===== src/rtl/tpds_pkg.sv =====
// shared types and constants for the tcp pdu header/data splitter
// no dependencies
package tpds_pkg;

    localparam int unsigned COMMON_HDR_BYTES = 8;
    localparam int unsigned QUEUE_DEPTH      = 2;

    // pdu type codes
    localparam logic [7:0] PDU_IC_REQ       = 8'd0;
    localparam logic [7:0] PDU_IC_RESP      = 8'd1;
    localparam logic [7:0] PDU_H2C_TERM_REQ = 8'd2;
    localparam logic [7:0] PDU_C2H_TERM_REQ = 8'd3;
    localparam logic [7:0] PDU_CAPSULE_CMD  = 8'd4;
    localparam logic [7:0] PDU_CAPSULE_RESP = 8'd5;
    localparam logic [7:0] PDU_H2C_DATA     = 8'd6;
    localparam logic [7:0] PDU_C2H_DATA     = 8'd7;
    localparam logic [7:0] PDU_R2T          = 8'd9;

    // configuration register indexes
    localparam logic CFG_CONTROL_ROUTE = 1'b0;
    localparam logic CFG_PAYLOAD_ROUTE = 1'b1;

    typedef enum logic [1:0] {
        OUT_NEED_MORE = 2'd0,
        OUT_CONSUMED  = 2'd1,
        OUT_ERROR     = 2'd2
    } outcome_t;

    // what the header fields say, if the request starts a new pdu
    typedef enum logic [1:0] {
        KIND_SHORT,
        KIND_ERROR,
        KIND_NEW
    } item_kind_t;

    typedef struct packed {
        item_kind_t  kind;
        logic [31:0] head_len;
        logic [31:0] pdu_len;
        logic [15:0] seg_len;
    } queue_item_t;

endpackage


===== src/rtl/tpds_front.sv =====
// front stage: takes segment descriptors and classifies the common header
// depends on tpds_pkg
module tpds_front (
    input  logic                  s_axis_tvalid,
    output logic                  s_axis_tready,
    input  logic [79:0]           s_axis_tdata,
    input  logic                  q_ready,
    output logic                  q_push,
    output tpds_pkg::queue_item_t q_item
);

    logic [15:0] seg_len;
    logic [15:0] parse_start;
    logic [7:0]  hdr_type;
    logic [7:0]  hdr_pdo;
    logic [31:0] hdr_plen;
    logic [16:0] seg_left;
    logic        pdo_bad;

    assign seg_len     = s_axis_tdata[15:0];
    assign parse_start = s_axis_tdata[31:16];
    assign hdr_type    = s_axis_tdata[39:32];
    assign hdr_pdo     = s_axis_tdata[47:40];
    assign hdr_plen    = s_axis_tdata[79:48];

    assign s_axis_tready = q_ready;
    assign q_push        = s_axis_tvalid && q_ready;

    assign seg_left = {1'b0, seg_len} - {1'b0, parse_start};
    assign pdo_bad  = ({24'b0, hdr_pdo} > hdr_plen)
                   || (hdr_pdo < 8'(tpds_pkg::COMMON_HDR_BYTES));

    always_comb
    begin
        q_item.seg_len  = seg_len;
        q_item.pdu_len  = hdr_plen;
        q_item.head_len = hdr_plen;
        q_item.kind     = tpds_pkg::KIND_NEW;
        if (parse_start > seg_len || seg_left < 17'(tpds_pkg::COMMON_HDR_BYTES))
        begin
            q_item.kind = tpds_pkg::KIND_SHORT;
        end
        else if (hdr_plen < 32'(tpds_pkg::COMMON_HDR_BYTES))
        begin
            q_item.kind = tpds_pkg::KIND_ERROR;
        end
        else
        begin
            unique case (hdr_type)
                tpds_pkg::PDU_IC_REQ, tpds_pkg::PDU_IC_RESP,
                tpds_pkg::PDU_H2C_TERM_REQ, tpds_pkg::PDU_C2H_TERM_REQ,
                tpds_pkg::PDU_CAPSULE_RESP, tpds_pkg::PDU_R2T:
                begin
                    q_item.kind = tpds_pkg::KIND_NEW;
                end
                tpds_pkg::PDU_CAPSULE_CMD, tpds_pkg::PDU_H2C_DATA,
                tpds_pkg::PDU_C2H_DATA:
                begin
                    // nonzero pdo splits the pdu into header and data parts
                    if (hdr_pdo != 8'd0)
                    begin
                        if (pdo_bad)
                        begin
                            q_item.kind = tpds_pkg::KIND_ERROR;
                        end
                        else
                        begin
                            q_item.head_len = {24'b0, hdr_pdo};
                        end
                    end
                end
                default:
                begin
                    q_item.kind = tpds_pkg::KIND_ERROR;
                end
            endcase
        end
    end

endmodule


===== src/rtl/tpds_queue.sv =====
// short fifo between the classifier and the pdu tracker
// depends on tpds_pkg
module tpds_queue (
    input  logic                  clk,
    input  logic                  rst_n,
    input  logic                  push,
    input  tpds_pkg::queue_item_t push_item,
    output logic                  push_ready,
    input  logic                  pop,
    output logic                  pop_valid,
    output tpds_pkg::queue_item_t pop_item
);

    localparam int unsigned PTR_W = (tpds_pkg::QUEUE_DEPTH > 1)
                                  ? $clog2(tpds_pkg::QUEUE_DEPTH) : 1;
    localparam int unsigned CNT_W = $clog2(tpds_pkg::QUEUE_DEPTH + 1);
    localparam logic [PTR_W-1:0] LAST_PTR = PTR_W'(tpds_pkg::QUEUE_DEPTH - 1);

    tpds_pkg::queue_item_t entry_reg [tpds_pkg::QUEUE_DEPTH];
    logic [PTR_W-1:0] wr_ptr_reg, wr_ptr_next;
    logic [PTR_W-1:0] rd_ptr_reg, rd_ptr_next;
    logic [CNT_W-1:0] count_reg, count_next;
    logic             do_push;
    logic             do_pop;

    assign push_ready = (count_reg != CNT_W'(tpds_pkg::QUEUE_DEPTH));
    assign pop_valid  = (count_reg != '0);
    assign pop_item   = entry_reg[rd_ptr_reg];
    assign do_push    = push && push_ready;
    assign do_pop     = pop && pop_valid;

    always_comb
    begin
        wr_ptr_next = wr_ptr_reg;
        rd_ptr_next = rd_ptr_reg;
        count_next  = count_reg;
        if (do_push)
        begin
            wr_ptr_next = (wr_ptr_reg == LAST_PTR) ? '0 : wr_ptr_reg + 1'b1;
        end
        if (do_pop)
        begin
            rd_ptr_next = (rd_ptr_reg == LAST_PTR) ? '0 : rd_ptr_reg + 1'b1;
        end
        if (do_push && !do_pop)
        begin
            count_next = count_reg + 1'b1;
        end
        else if (!do_push && do_pop)
        begin
            count_next = count_reg - 1'b1;
        end
    end

    always_ff @(posedge clk or negedge rst_n)
    begin
        if (!rst_n)
        begin
            wr_ptr_reg <= '0;
            rd_ptr_reg <= '0;
            count_reg  <= '0;
        end
        else
        begin
            wr_ptr_reg <= wr_ptr_next;
            rd_ptr_reg <= rd_ptr_next;
            count_reg  <= count_next;
        end
    end

    always_ff @(posedge clk)
    begin
        if (do_push)
        begin
            entry_reg[wr_ptr_reg] <= push_item;
        end
    end

endmodule


===== src/rtl/tpds_back.sv =====
// back stage: tracks the pdu in progress, picks the route and holds the result
// depends on tpds_pkg
module tpds_back #(
    parameter int ROUTE_SLOTS = 3
) (
    input  logic                  clk,
    input  logic                  rst_n,
    input  logic                  cfg_wr_en,
    input  logic                  cfg_addr,
    input  logic [1:0]            cfg_wdata,
    input  logic                  q_valid,
    input  tpds_pkg::queue_item_t q_item,
    output logic                  q_pop,
    output logic                  m_axis_tvalid,
    input  logic                  m_axis_tready,
    output logic [31:0]           m_axis_tdata,
    output logic [4:0]            m_axis_tuser
);

    logic [1:0]  control_route_reg;
    logic [1:0]  payload_route_reg;
    logic [31:0] pending_len_reg, pending_len_next;
    logic [31:0] consumed_reg, consumed_next;
    logic [31:0] head_len_reg, head_len_next;

    logic                 out_valid_reg;
    logic [31:0]          out_len_reg, out_len_next;
    tpds_pkg::outcome_t   out_code_reg, out_code_next;
    logic                 out_rv_reg, out_rv_next;
    logic [1:0]           out_route_reg, out_route_next;

    logic        fire;
    logic [31:0] rest;
    logic [31:0] seg_ext;
    logic [31:0] take;

    assign fire  = q_valid && (!out_valid_reg || m_axis_tready);
    assign q_pop = fire;

    assign rest    = pending_len_reg - consumed_reg;
    assign seg_ext = {16'b0, q_item.seg_len};
    assign take    = (rest < seg_ext) ? rest : seg_ext;

    always_comb
    begin
        pending_len_next = pending_len_reg;
        consumed_next    = consumed_reg;
        head_len_next    = head_len_reg;
        out_len_next     = '0;
        out_code_next    = tpds_pkg::OUT_ERROR;
        out_rv_next      = 1'b0;
        out_route_next   = '0;
        if (pending_len_reg == '0)
        begin
            unique case (q_item.kind)
                tpds_pkg::KIND_SHORT:
                begin
                    out_code_next = tpds_pkg::OUT_NEED_MORE;
                end
                tpds_pkg::KIND_NEW:
                begin
                    // header part always goes out whole on the control route
                    head_len_next    = q_item.head_len;
                    consumed_next    = q_item.head_len;
                    pending_len_next = (q_item.head_len == q_item.pdu_len)
                                     ? '0 : q_item.pdu_len;
                    out_len_next     = q_item.head_len;
                    out_code_next    = tpds_pkg::OUT_CONSUMED;
                    out_rv_next      = ({30'b0, control_route_reg} < 32'(ROUTE_SLOTS));
                    out_route_next   = control_route_reg;
                end
                default:
                begin
                    out_code_next = tpds_pkg::OUT_ERROR;
                end
            endcase
        end
        else if (consumed_reg >= head_len_reg && consumed_reg < pending_len_reg)
        begin
            consumed_next    = consumed_reg + take;
            pending_len_next = (take == rest) ? '0 : pending_len_reg;
            out_len_next     = take;
            out_code_next    = tpds_pkg::OUT_CONSUMED;
            out_rv_next      = ({30'b0, payload_route_reg} < 32'(ROUTE_SLOTS));
            out_route_next   = payload_route_reg;
        end
    end

    always_ff @(posedge clk or negedge rst_n)
    begin
        if (!rst_n)
        begin
            control_route_reg <= 2'd0;
            payload_route_reg <= 2'd1;
            pending_len_reg   <= '0;
            consumed_reg      <= '0;
            head_len_reg      <= '0;
            out_valid_reg     <= 1'b0;
        end
        else
        begin
            if (cfg_wr_en)
            begin
                unique case (cfg_addr)
                    tpds_pkg::CFG_CONTROL_ROUTE: control_route_reg <= cfg_wdata;
                    tpds_pkg::CFG_PAYLOAD_ROUTE: payload_route_reg <= cfg_wdata;
                    default: ;
                endcase
            end
            if (fire)
            begin
                pending_len_reg <= pending_len_next;
                consumed_reg    <= consumed_next;
                head_len_reg    <= head_len_next;
                out_valid_reg   <= 1'b1;
            end
            else if (m_axis_tready)
            begin
                out_valid_reg <= 1'b0;
            end
        end
    end

    always_ff @(posedge clk)
    begin
        if (fire)
        begin
            out_len_reg   <= out_len_next;
            out_code_reg  <= out_code_next;
            out_rv_reg    <= out_rv_next;
            out_route_reg <= out_route_next;
        end
    end

    assign m_axis_tvalid = out_valid_reg;
    assign m_axis_tdata  = out_len_reg;
    assign m_axis_tuser  = {out_route_reg, out_rv_reg, out_code_reg};

endmodule


===== src/rtl/tcp_pdu_header_data_splitter_unit.sv =====
// top level of the tcp pdu header/data splitter
// depends on tpds_pkg, tpds_front, tpds_queue, tpds_back
//
// usage:
//   s_axis carries one received segment descriptor per request: segment length,
//   parse start and the common pdu header fields (type, pdo, plen).
//   m_axis returns one result per request: bytes to consume, outcome
//   (need more, consumed, protocol error) and the route slot for those bytes.
//   cfg_wr_en/cfg_addr/cfg_wdata set the control route (0) and payload route (1);
//   write them only while no request is in flight.
// path: an accepted request is written into a queue entry, and the tracker
//   then pops it and registers its result into the m_axis output register.
// throughput: one request per cycle unless a held result is stalled on m_axis;
//   pdu tracker state updates combinationally (one subtract, one min, one add).
// reset: pdu state clears (awaiting a new pdu), control route 0, payload route 1,
//   queue empty, m_axis_tvalid low.
// stall: when m_axis_tready is low the result holds, the two-entry queue keeps
//   accepting until full, then s_axis_tready drops.
module tcp_pdu_header_data_splitter_unit #(
    parameter int ROUTE_SLOTS = 3
) (
    input  logic        clk,
    input  logic        rst_n,
    input  logic        cfg_wr_en,
    input  logic        cfg_addr,
    input  logic [1:0]  cfg_wdata,
    input  logic        s_axis_tvalid,
    output logic        s_axis_tready,
    // segment_length[15:0], parse_start[31:16], header_type[39:32],
    // header_data_offset[47:40], header_pdu_length[79:48]
    input  logic [79:0] s_axis_tdata,
    output logic        m_axis_tvalid,
    input  logic        m_axis_tready,
    // consume_length[31:0]
    output logic [31:0] m_axis_tdata,
    // outcome[1:0], route_valid[2], route_index[4:3]
    output logic [4:0]  m_axis_tuser
);

    logic                  q_ready;
    logic                  q_push;
    tpds_pkg::queue_item_t q_in;
    logic                  q_valid;
    logic                  q_pop;
    tpds_pkg::queue_item_t q_out;

    tpds_front u_front (
        .s_axis_tvalid (s_axis_tvalid),
        .s_axis_tready (s_axis_tready),
        .s_axis_tdata  (s_axis_tdata),
        .q_ready       (q_ready),
        .q_push        (q_push),
        .q_item        (q_in)
    );

    tpds_queue u_queue (
        .clk        (clk),
        .rst_n      (rst_n),
        .push       (q_push),
        .push_item  (q_in),
        .push_ready (q_ready),
        .pop        (q_pop),
        .pop_valid  (q_valid),
        .pop_item   (q_out)
    );

    tpds_back #(
        .ROUTE_SLOTS (ROUTE_SLOTS)
    ) u_back (
        .clk           (clk),
        .rst_n         (rst_n),
        .cfg_wr_en     (cfg_wr_en),
        .cfg_addr      (cfg_addr),
        .cfg_wdata     (cfg_wdata),
        .q_valid       (q_valid),
        .q_item        (q_out),
        .q_pop         (q_pop),
        .m_axis_tvalid (m_axis_tvalid),
        .m_axis_tready (m_axis_tready),
        .m_axis_tdata  (m_axis_tdata),
        .m_axis_tuser  (m_axis_tuser)
    );

endmodule


===== config.mk =====
export PLATFORM = sky130hd
export DESIGN_NAME = tcp_pdu_header_data_splitter_unit
export DESIGN_NICKNAME = d
export VERILOG_FILES = /design/src/rtl/tpds_pkg.sv /design/src/rtl/tpds_front.sv /design/src/rtl/tpds_queue.sv /design/src/rtl/tpds_back.sv /design/src/rtl/tcp_pdu_header_data_splitter_unit.sv
export SDC_FILE = /design/constraint.sdc
export NUM_CORES = 1
export LEC_CHECK = 0
export BUFFER_PORTS_ARGS = -buffer_cell sky130_fd_sc_hd__buf_2
export CAP_MARGIN = 10
export CELL_PAD_IN_SITES_DETAIL_PLACEMENT = 1
export CELL_PAD_IN_SITES_GLOBAL_PLACEMENT = 2
export CORE_UTILIZATION = 40
export DETAILED_ROUTE_END_ITERATION = 8
export PLACE_DENSITY = 0.8
export SYNTH_ARGS = -nofsm -noshare
export SYNTH_HDL_FRONTEND = slang
export SYNTH_SLANG_ARGS = --single-unit

===== constraint.sdc =====
create_clock -name clk -period 12.3 [get_ports clk]
set_input_delay 1.23 -clock clk [delete_from_list [all_inputs] [get_ports clk]]
set_output_delay 1.23 -clock clk [all_outputs]
set_load 0.05 [all_outputs]

==> results of run 1 <==
[per-layer routing]
metal  vias up  global-route usage  share of wire
met2       384              0.3973           0.45
li1       7171                   -              -
met1      7676              0.3609           0.47
met3        91             0.04334          0.050
met5         -                   0              0
met4         0             0.08552          0.030
[final cells by class]
class	instances	area, um2	area share
Sequential cell	306	8668	0.4075
Inverter	135	506.7	0.02382
Tap cell	607	759.5	0.03570
Clock buffer	43	927.1	0.04358
Clock inverter	21	160.2	0.007528
Timing Repair Buffer	142	760.7	0.03576
Multi-Input combinational cell	1381	9489	0.4460
Antenna cell	1	2.502	0.0001176
[power groups by stage]
stage | combinational, mW | sequential, mW | clock (mW)
detailed placement | 3.13 | 1.58 | 0
finish | 3.18 | 1.56 | 1.00
global route | 3.45 | 1.58 | 1.06
floorplan | 2.08 | 1.69 | 0
CTS | 3.14 | 1.56 | 1.03
global placement | 3.07 | 1.56 | 0
[kinds of logic after synthesis]
kind of cell    share of synthesized area
compound gates                     0.1538
xor+xnor                          0.04633
fa+ha+maj                         0.08646
buf+inv                           0.04719
flops                              0.4564
mux                               0.05444
other cells                     0.0001975
simple gates                       0.1553
[stage by stage]
stage	total power, mW	utilization	hold WS [ns]
after floorplan	3.777	-	0.4495
after global placement	4.631	0.4323	0.4625
after detailed placement	4.702	0.4323	0.4695
after CTS	5.734	0.4556	0.4826
after global routing	6.099	0.4559	0.4888
final	5.744	0.4560	0.4783
[worst reg2reg max path, delay by kind of cell, from the launching register on]
family | cells | cell delay (ns)
AOI/OAI and AO/OA | 16 | 3.66
DFF | 1 | 0.44
xor gates and xnor gates | 1 | 0.09
and+or+nand+nor | 6 | 1.79
muxes | 1 | 0.22
buffers and inverters | 2 | 0.19
adders and majority gates | 3 | 1.02
[worst paths after layout]
| check | end | slack (ns) | cells after the start | from |
|---|---|---|---|---|
| worst min register to register | u_back.head_len_reg[30] | 0.48 | 1 | u_back.head_len_reg[30] |
| min in group asynchronous | u_back.pending_len_reg[25] | 0.70 | 1 | rst_n |
| max in group asynchronous | u_queue.rd_ptr_reg | 10.20 | 2 | rst_n |
| worst max register to register | u_back.consumed_reg[26] | 4.77 | 29 | u_back.consumed_reg[1] |
| worst min-delay path | u_back.head_len_reg[30] | 0.48 | 1 | u_back.head_len_reg[30] |
| worst max-delay path | u_back.consumed_reg[26] | 4.77 | 29 | u_back.consumed_reg[1] |
[synth_stat cells, types with 39 or more instances]
cell type  count  area, um2
mux2i_1       92      920.9
nand2_1      149      559.3
nor3_1        51      255.2
ha_1         128       1602
xor2_1        56      490.5
inv_1        135      506.7
nor2_1       137      514.2
o21ai_0      141      705.7
clkbuf_1      52      195.2
dfrtp_1      104       2603
edfxtp_1     201       6036
xnor2_1       39      341.6
a21oi_1      112      560.5
==> flow_metrics.tcl, run 1 <==
set metrics [dict create \
    outcome "complete, no violations" \
    crit_required_ns 12.73 \
    max_freq_ghz 0.1327 \
    power_switching_mw 2.729 \
    io_buffers 126 \
    ys_ff_latch 306 \
    wl_per_cell_um 23.37 \
    num_rows 79 \
    period_share 0.6125 \
    fillerInstances 5267 \
    syn_area_um2 18990 \
    ctsResizeCount 0 \
    dpl-instance-area_um2 20170 \
    via_count 15320 \
    drtIter0Drc 1075 \
    largest_reg_flops 164 \
    p_leak_nw 8.735 \
    grt_pass1_wl_um 92750 \
    setup_violations 0 \
    ctsHoldBuffers 0 \
    intPower_mw 3.015 \
    htreeDepth 2 \
    end_kind "register" \
    cap_violations 0 \
    viasPerCell 5.813 \
    yosysSeqAreaShare 0.4564 \
    grt_pass1_vias 15410 \
    worst-path-buf-inv 2 \
    arrival_ns 7.97 \
    hpwl_um 46910 \
    cts_root_buf "clkbuf_16" \
    place_congestion 0.9597 \
    dieArea_um2 48340 \
    synth_cells 1899 \
    setup.worst_path.start_class "register" \
    sw_frac_of_total 0.4752 \
    clock-sinks 306 \
    crit_fanout 20 \
    clk_latency_ns 0.56 \
    final_common_cell "edfxtp_1" \
    dieHeight_um 219.9 \
    dr.pass1.iters 7 \
    cts_tree "yes" \
    synthDistinctLibCells 90 \
    die_w_um 219.9 \
    final_nets 2220 \
    clockPowerShare 0.175 \
    initial_utilization 0.4069 \
    grt_max_degree 78 \
    cts_setup_buffers 0 \
    dp.cells 2570 \
    worstSetupPathType "register to register" \
    num_io_pins 127 \
    synth-edff-count 201 \
    finalWorstSetupSlack_ns 4.766 \
    p_per_area_nw_per_um2 270.0 \
    stdcell_count 2636 \
    synth-main-ff-cell "edfxtp_1" \
    antenna_left 0 \
    fin_skew_ns 0.02817 \
    rsz0062_at_grt "no" \
    path_delay_family "compound AO/OA/AOI/OAI gates" \
    yosysWarnings 0 \
    final_area_um2 21270 \
    seqPwrFrac 0.271 \
    grt_usage 0.2561 \
    slowest_delay_ns 0.80 \
    layout-drive-gt1-share 0.1114 \
    layout_common_cells "edfxtp_1, nand2_1, o21ai_0" \
    critical-path-slowest-cell "nor2_1" \
    slew_headroom 0.2218 \
    period_needed_ns 7.534 \
    power_frac_comb 0.554 \
    cts_buffers 36 \
    drv_slew 0 \
    clk_pin_slew_ns 0.06 \
    totalWireLength_um 61600 \
    clk_path_buf_depth 3 \
    antenna_found_initial 1 \
    drcViolationCount 0 \
    core_area_um2 46650 \
    hold_viol 0 \
    synthArstFlopShare 0.3431 \
    avgSynthCellArea_um2 9.998 \
    area_growth_syn_to_layout_pct 12.05 \
    worstMarginPinSlew_ns 1.135 \
    peakVddDrop_uv 164.2 \
    min_path_type "register to register" \
    dp_slack_ns 4.906 \
    grt_remaining_overflow 0 \
    setup_tns_ns 0 \
]
(Power assumes the default switching activity.)
==> run 2: changes to the inputs <==
- CORE_UTILIZATION: 40 -> 36
- PLACE_DENSITY: 0.8 -> 0.76
- clock period: 12.3 -> 6.6 ns (I/O delays scaled with it)
==> run 2 against run 1 <==
  * Worst setup slack lost 4.4 ns
  * Count of clock-buffer cells in the layout rose by 3
  * Global-route usage down 1.9 points
  * Maximum frequency up 20%
  * Sequential share of layout area is 2.4 points lower
  * Cell area increased by 6.3%
  * Critical path depth rose by 2
  * First-iteration DRC count is 17% lower
  * Clock skew increased by 0.0016 ns
  * Clock power grew 95%
  * Utilization down 1.9 points
==> flow_metrics.tcl, run 2 (synthesis gave the netlist of run 1 again) <==
set metrics [dict create \
    outcome "complete, no violations" \
    fin_skew_ns 0.02978 \
    seqPwrFrac 0.245 \
    multi_input_area_um2 9678 \
    end_kind "register" \
    layout-drive-gt1-share 0.1858 \
    drv_slew 0 \
    num_io_pins 127 \
    hold_viol 0 \
    p_leak_nw 9.384 \
    setup_tns_ns 0 \
    reg2reg_depth 31 \
    htreeDepth 2 \
    grt_remaining_overflow 0 \
    dieHeight_um 231.6 \
    via_count 15630 \
    power_frac_comb 0.587 \
    largest_reg_flops 164 \
    io_buffers 126 \
    dieArea_um2 53660 \
    clk_latency_ns 0.56 \
    intPower_mw 6.284 \
    slew_headroom 0.2925 \
    layout_common_cells "edfxtp_1, nand2_1, buf_4" \
    peakVddDrop_uv 265.9 \
    worstMarginPinSlew_ns 1.045 \
    power_switching_mw 5.297 \
    initial_utilization 0.3671 \
    final_common_cell "edfxtp_1" \
    final_area_um2 22610 \
    period_needed_ns 6.262 \
    grt_pass1_vias 16080 \
    cap_violations 0 \
    place_congestion 0.9358 \
    antenna_found_initial 0 \
    max_freq_ghz 0.1597 \
    slowest_delay_ns 0.47 \
    drtIter0Drc 896 \
    worstSetupPathType "register to register" \
    setup.worst_path.start_class "register" \
    fillerInstances 5857 \
    cts_root_buf "clkbuf_16" \
    grt_usage 0.2369 \
    finalPower_mw 11.58 \
    sw_frac_of_total 0.4574 \
    grt_max_degree 66 \
    totalWireLength_um 63670 \
    min_path_type "input port to async pin" \
    num_rows 83 \
    final_nets 2350 \
    wl_per_cell_um 22.43 \
    crit_required_ns 7.06 \
    cts_tree "yes" \
    dpl-instance-area_um2 21230 \
    crit_fanout 12 \
    antenna_left 0 \
    area_growth_syn_to_layout_pct 19.07 \
    viasPerCell 5.504 \
    ctsHoldBuffers 0 \
    core_area_um2 51720 \
    seq_area_um2 8670 \
    dr.pass1.iters 5 \
    final_core_util 0.4371 \
    path_common_cell "o211ai_1" \
    setup_violations 0 \
    cts_buffers 34 \
    clk_pin_slew_ns 0.06 \
    r2r_start "u_back.consumed_reg[4]" \
    grt_pass1_wl_um 97060 \
    rr_endpoint "u_back.consumed_reg[31]" \
    critical-path-slowest-cell "ha_1" \
    hpwl_um 49470 \
    r2r_slack_ns 0.34 \
    clock-sinks 306 \
    clk_path_buf_depth 3 \
    clockPowerShare 0.169 \
    drcViolationCount 0 \
    period_share 0.9487 \
    arrival_ns 6.72 \
    p_per_area_nw_per_um2 512.3 \
    die_w_um 231.6 \
]
run 2: cell types whose count changed in the layout (fill, tap and decap cells not counted), sizes merged:
cell,previous run,this run
buf,142,274
clkbuf,43,46
bufinv,1,3
inv,138,135
clkinv,16,12
run 2: worst max-delay path by stage:
stage / startpoint / end / slack [ns]
detailed placement: u_back.consumed_reg[0] / u_back.consumed_reg[26] / -0.15
global route: u_back.pending_len_reg[4] / u_back.consumed_reg[31] / -0.09
floorplan: u_back.consumed_reg[1] / u_back.consumed_reg[26] / 0.51
global placement: u_back.consumed_reg[0] / u_back.consumed_reg[31] / -0.08
CTS: u_back.consumed_reg[0] / u_back.consumed_reg[31] / 0.03
finish: u_back.consumed_reg[4] / u_back.consumed_reg[31] / 0.34
run 2: area by class of cell:
type / instances / share of cell area
Multi-Input combinational cell: 1381 / 0.4281
Sequential cell: 306 / 0.3835
Timing Repair Buffer: 274 / 0.07787
Clock buffer: 46 / 0.04278
Tap cell: 680 / 0.03764
Inverter: 135 / 0.02242
Clock inverter: 16 / 0.007582
Antenna cell: 1 / 0.0001107
run 2: metrics by stage:
stage / hold WS [ns] / std cells / setup WS, ns
2_1_floorplan: 0.3644 / 1907 / 0.5089
3_3_place_gp: 0.4609 / 2770 / -0.07573
3_5_place_dp: 0.4688 / 2770 / -0.1507
4_1_cts: 0.2622 / 2833 / 0.03154
5_1_grt: 0.2938 / 2838 / -0.09041
6_report: 0.2478 / 2839 / 0.3383
run 2: power by group through the flow:
stage	clock network, mW	logic [mW]	registers [mW]
CTS	1.99	6.62	2.84
detailed placement	0	6.56	2.87
floorplan	0	3.88	3.16
global route	2.06	7.36	2.87
global placement	0	6.44	2.85
finish	1.95	6.80	2.83
run 2: timing repair:
item | 4_1_cts | 5_1_grt
buffers inserted | 1 | 5
pin swaps | 1 | 17
endpoints found under the setup margin | 9 | 22
resized for setup | 5 | 48
run 2: routing by layer:
layer,global-route usage,part of all wire
met1,0.3431,0.48
met2,0.3801,0.46
met3,0.02571,0.040
met5,0,0
met4,0.04975,0.017
run 2: worst max-delay path, delay by kind of cell, from the launching register on:
family                   cells  cell delay (ns)
AO/OA/AOI/OAI               16             2.77
adder cells (fa/ha/maj)      3             1.18
buffers and inverters        5             0.58
flip-flops                   1             0.35
multiplexers                 1             0.18
AND/OR/NAND/NOR              6             1.09
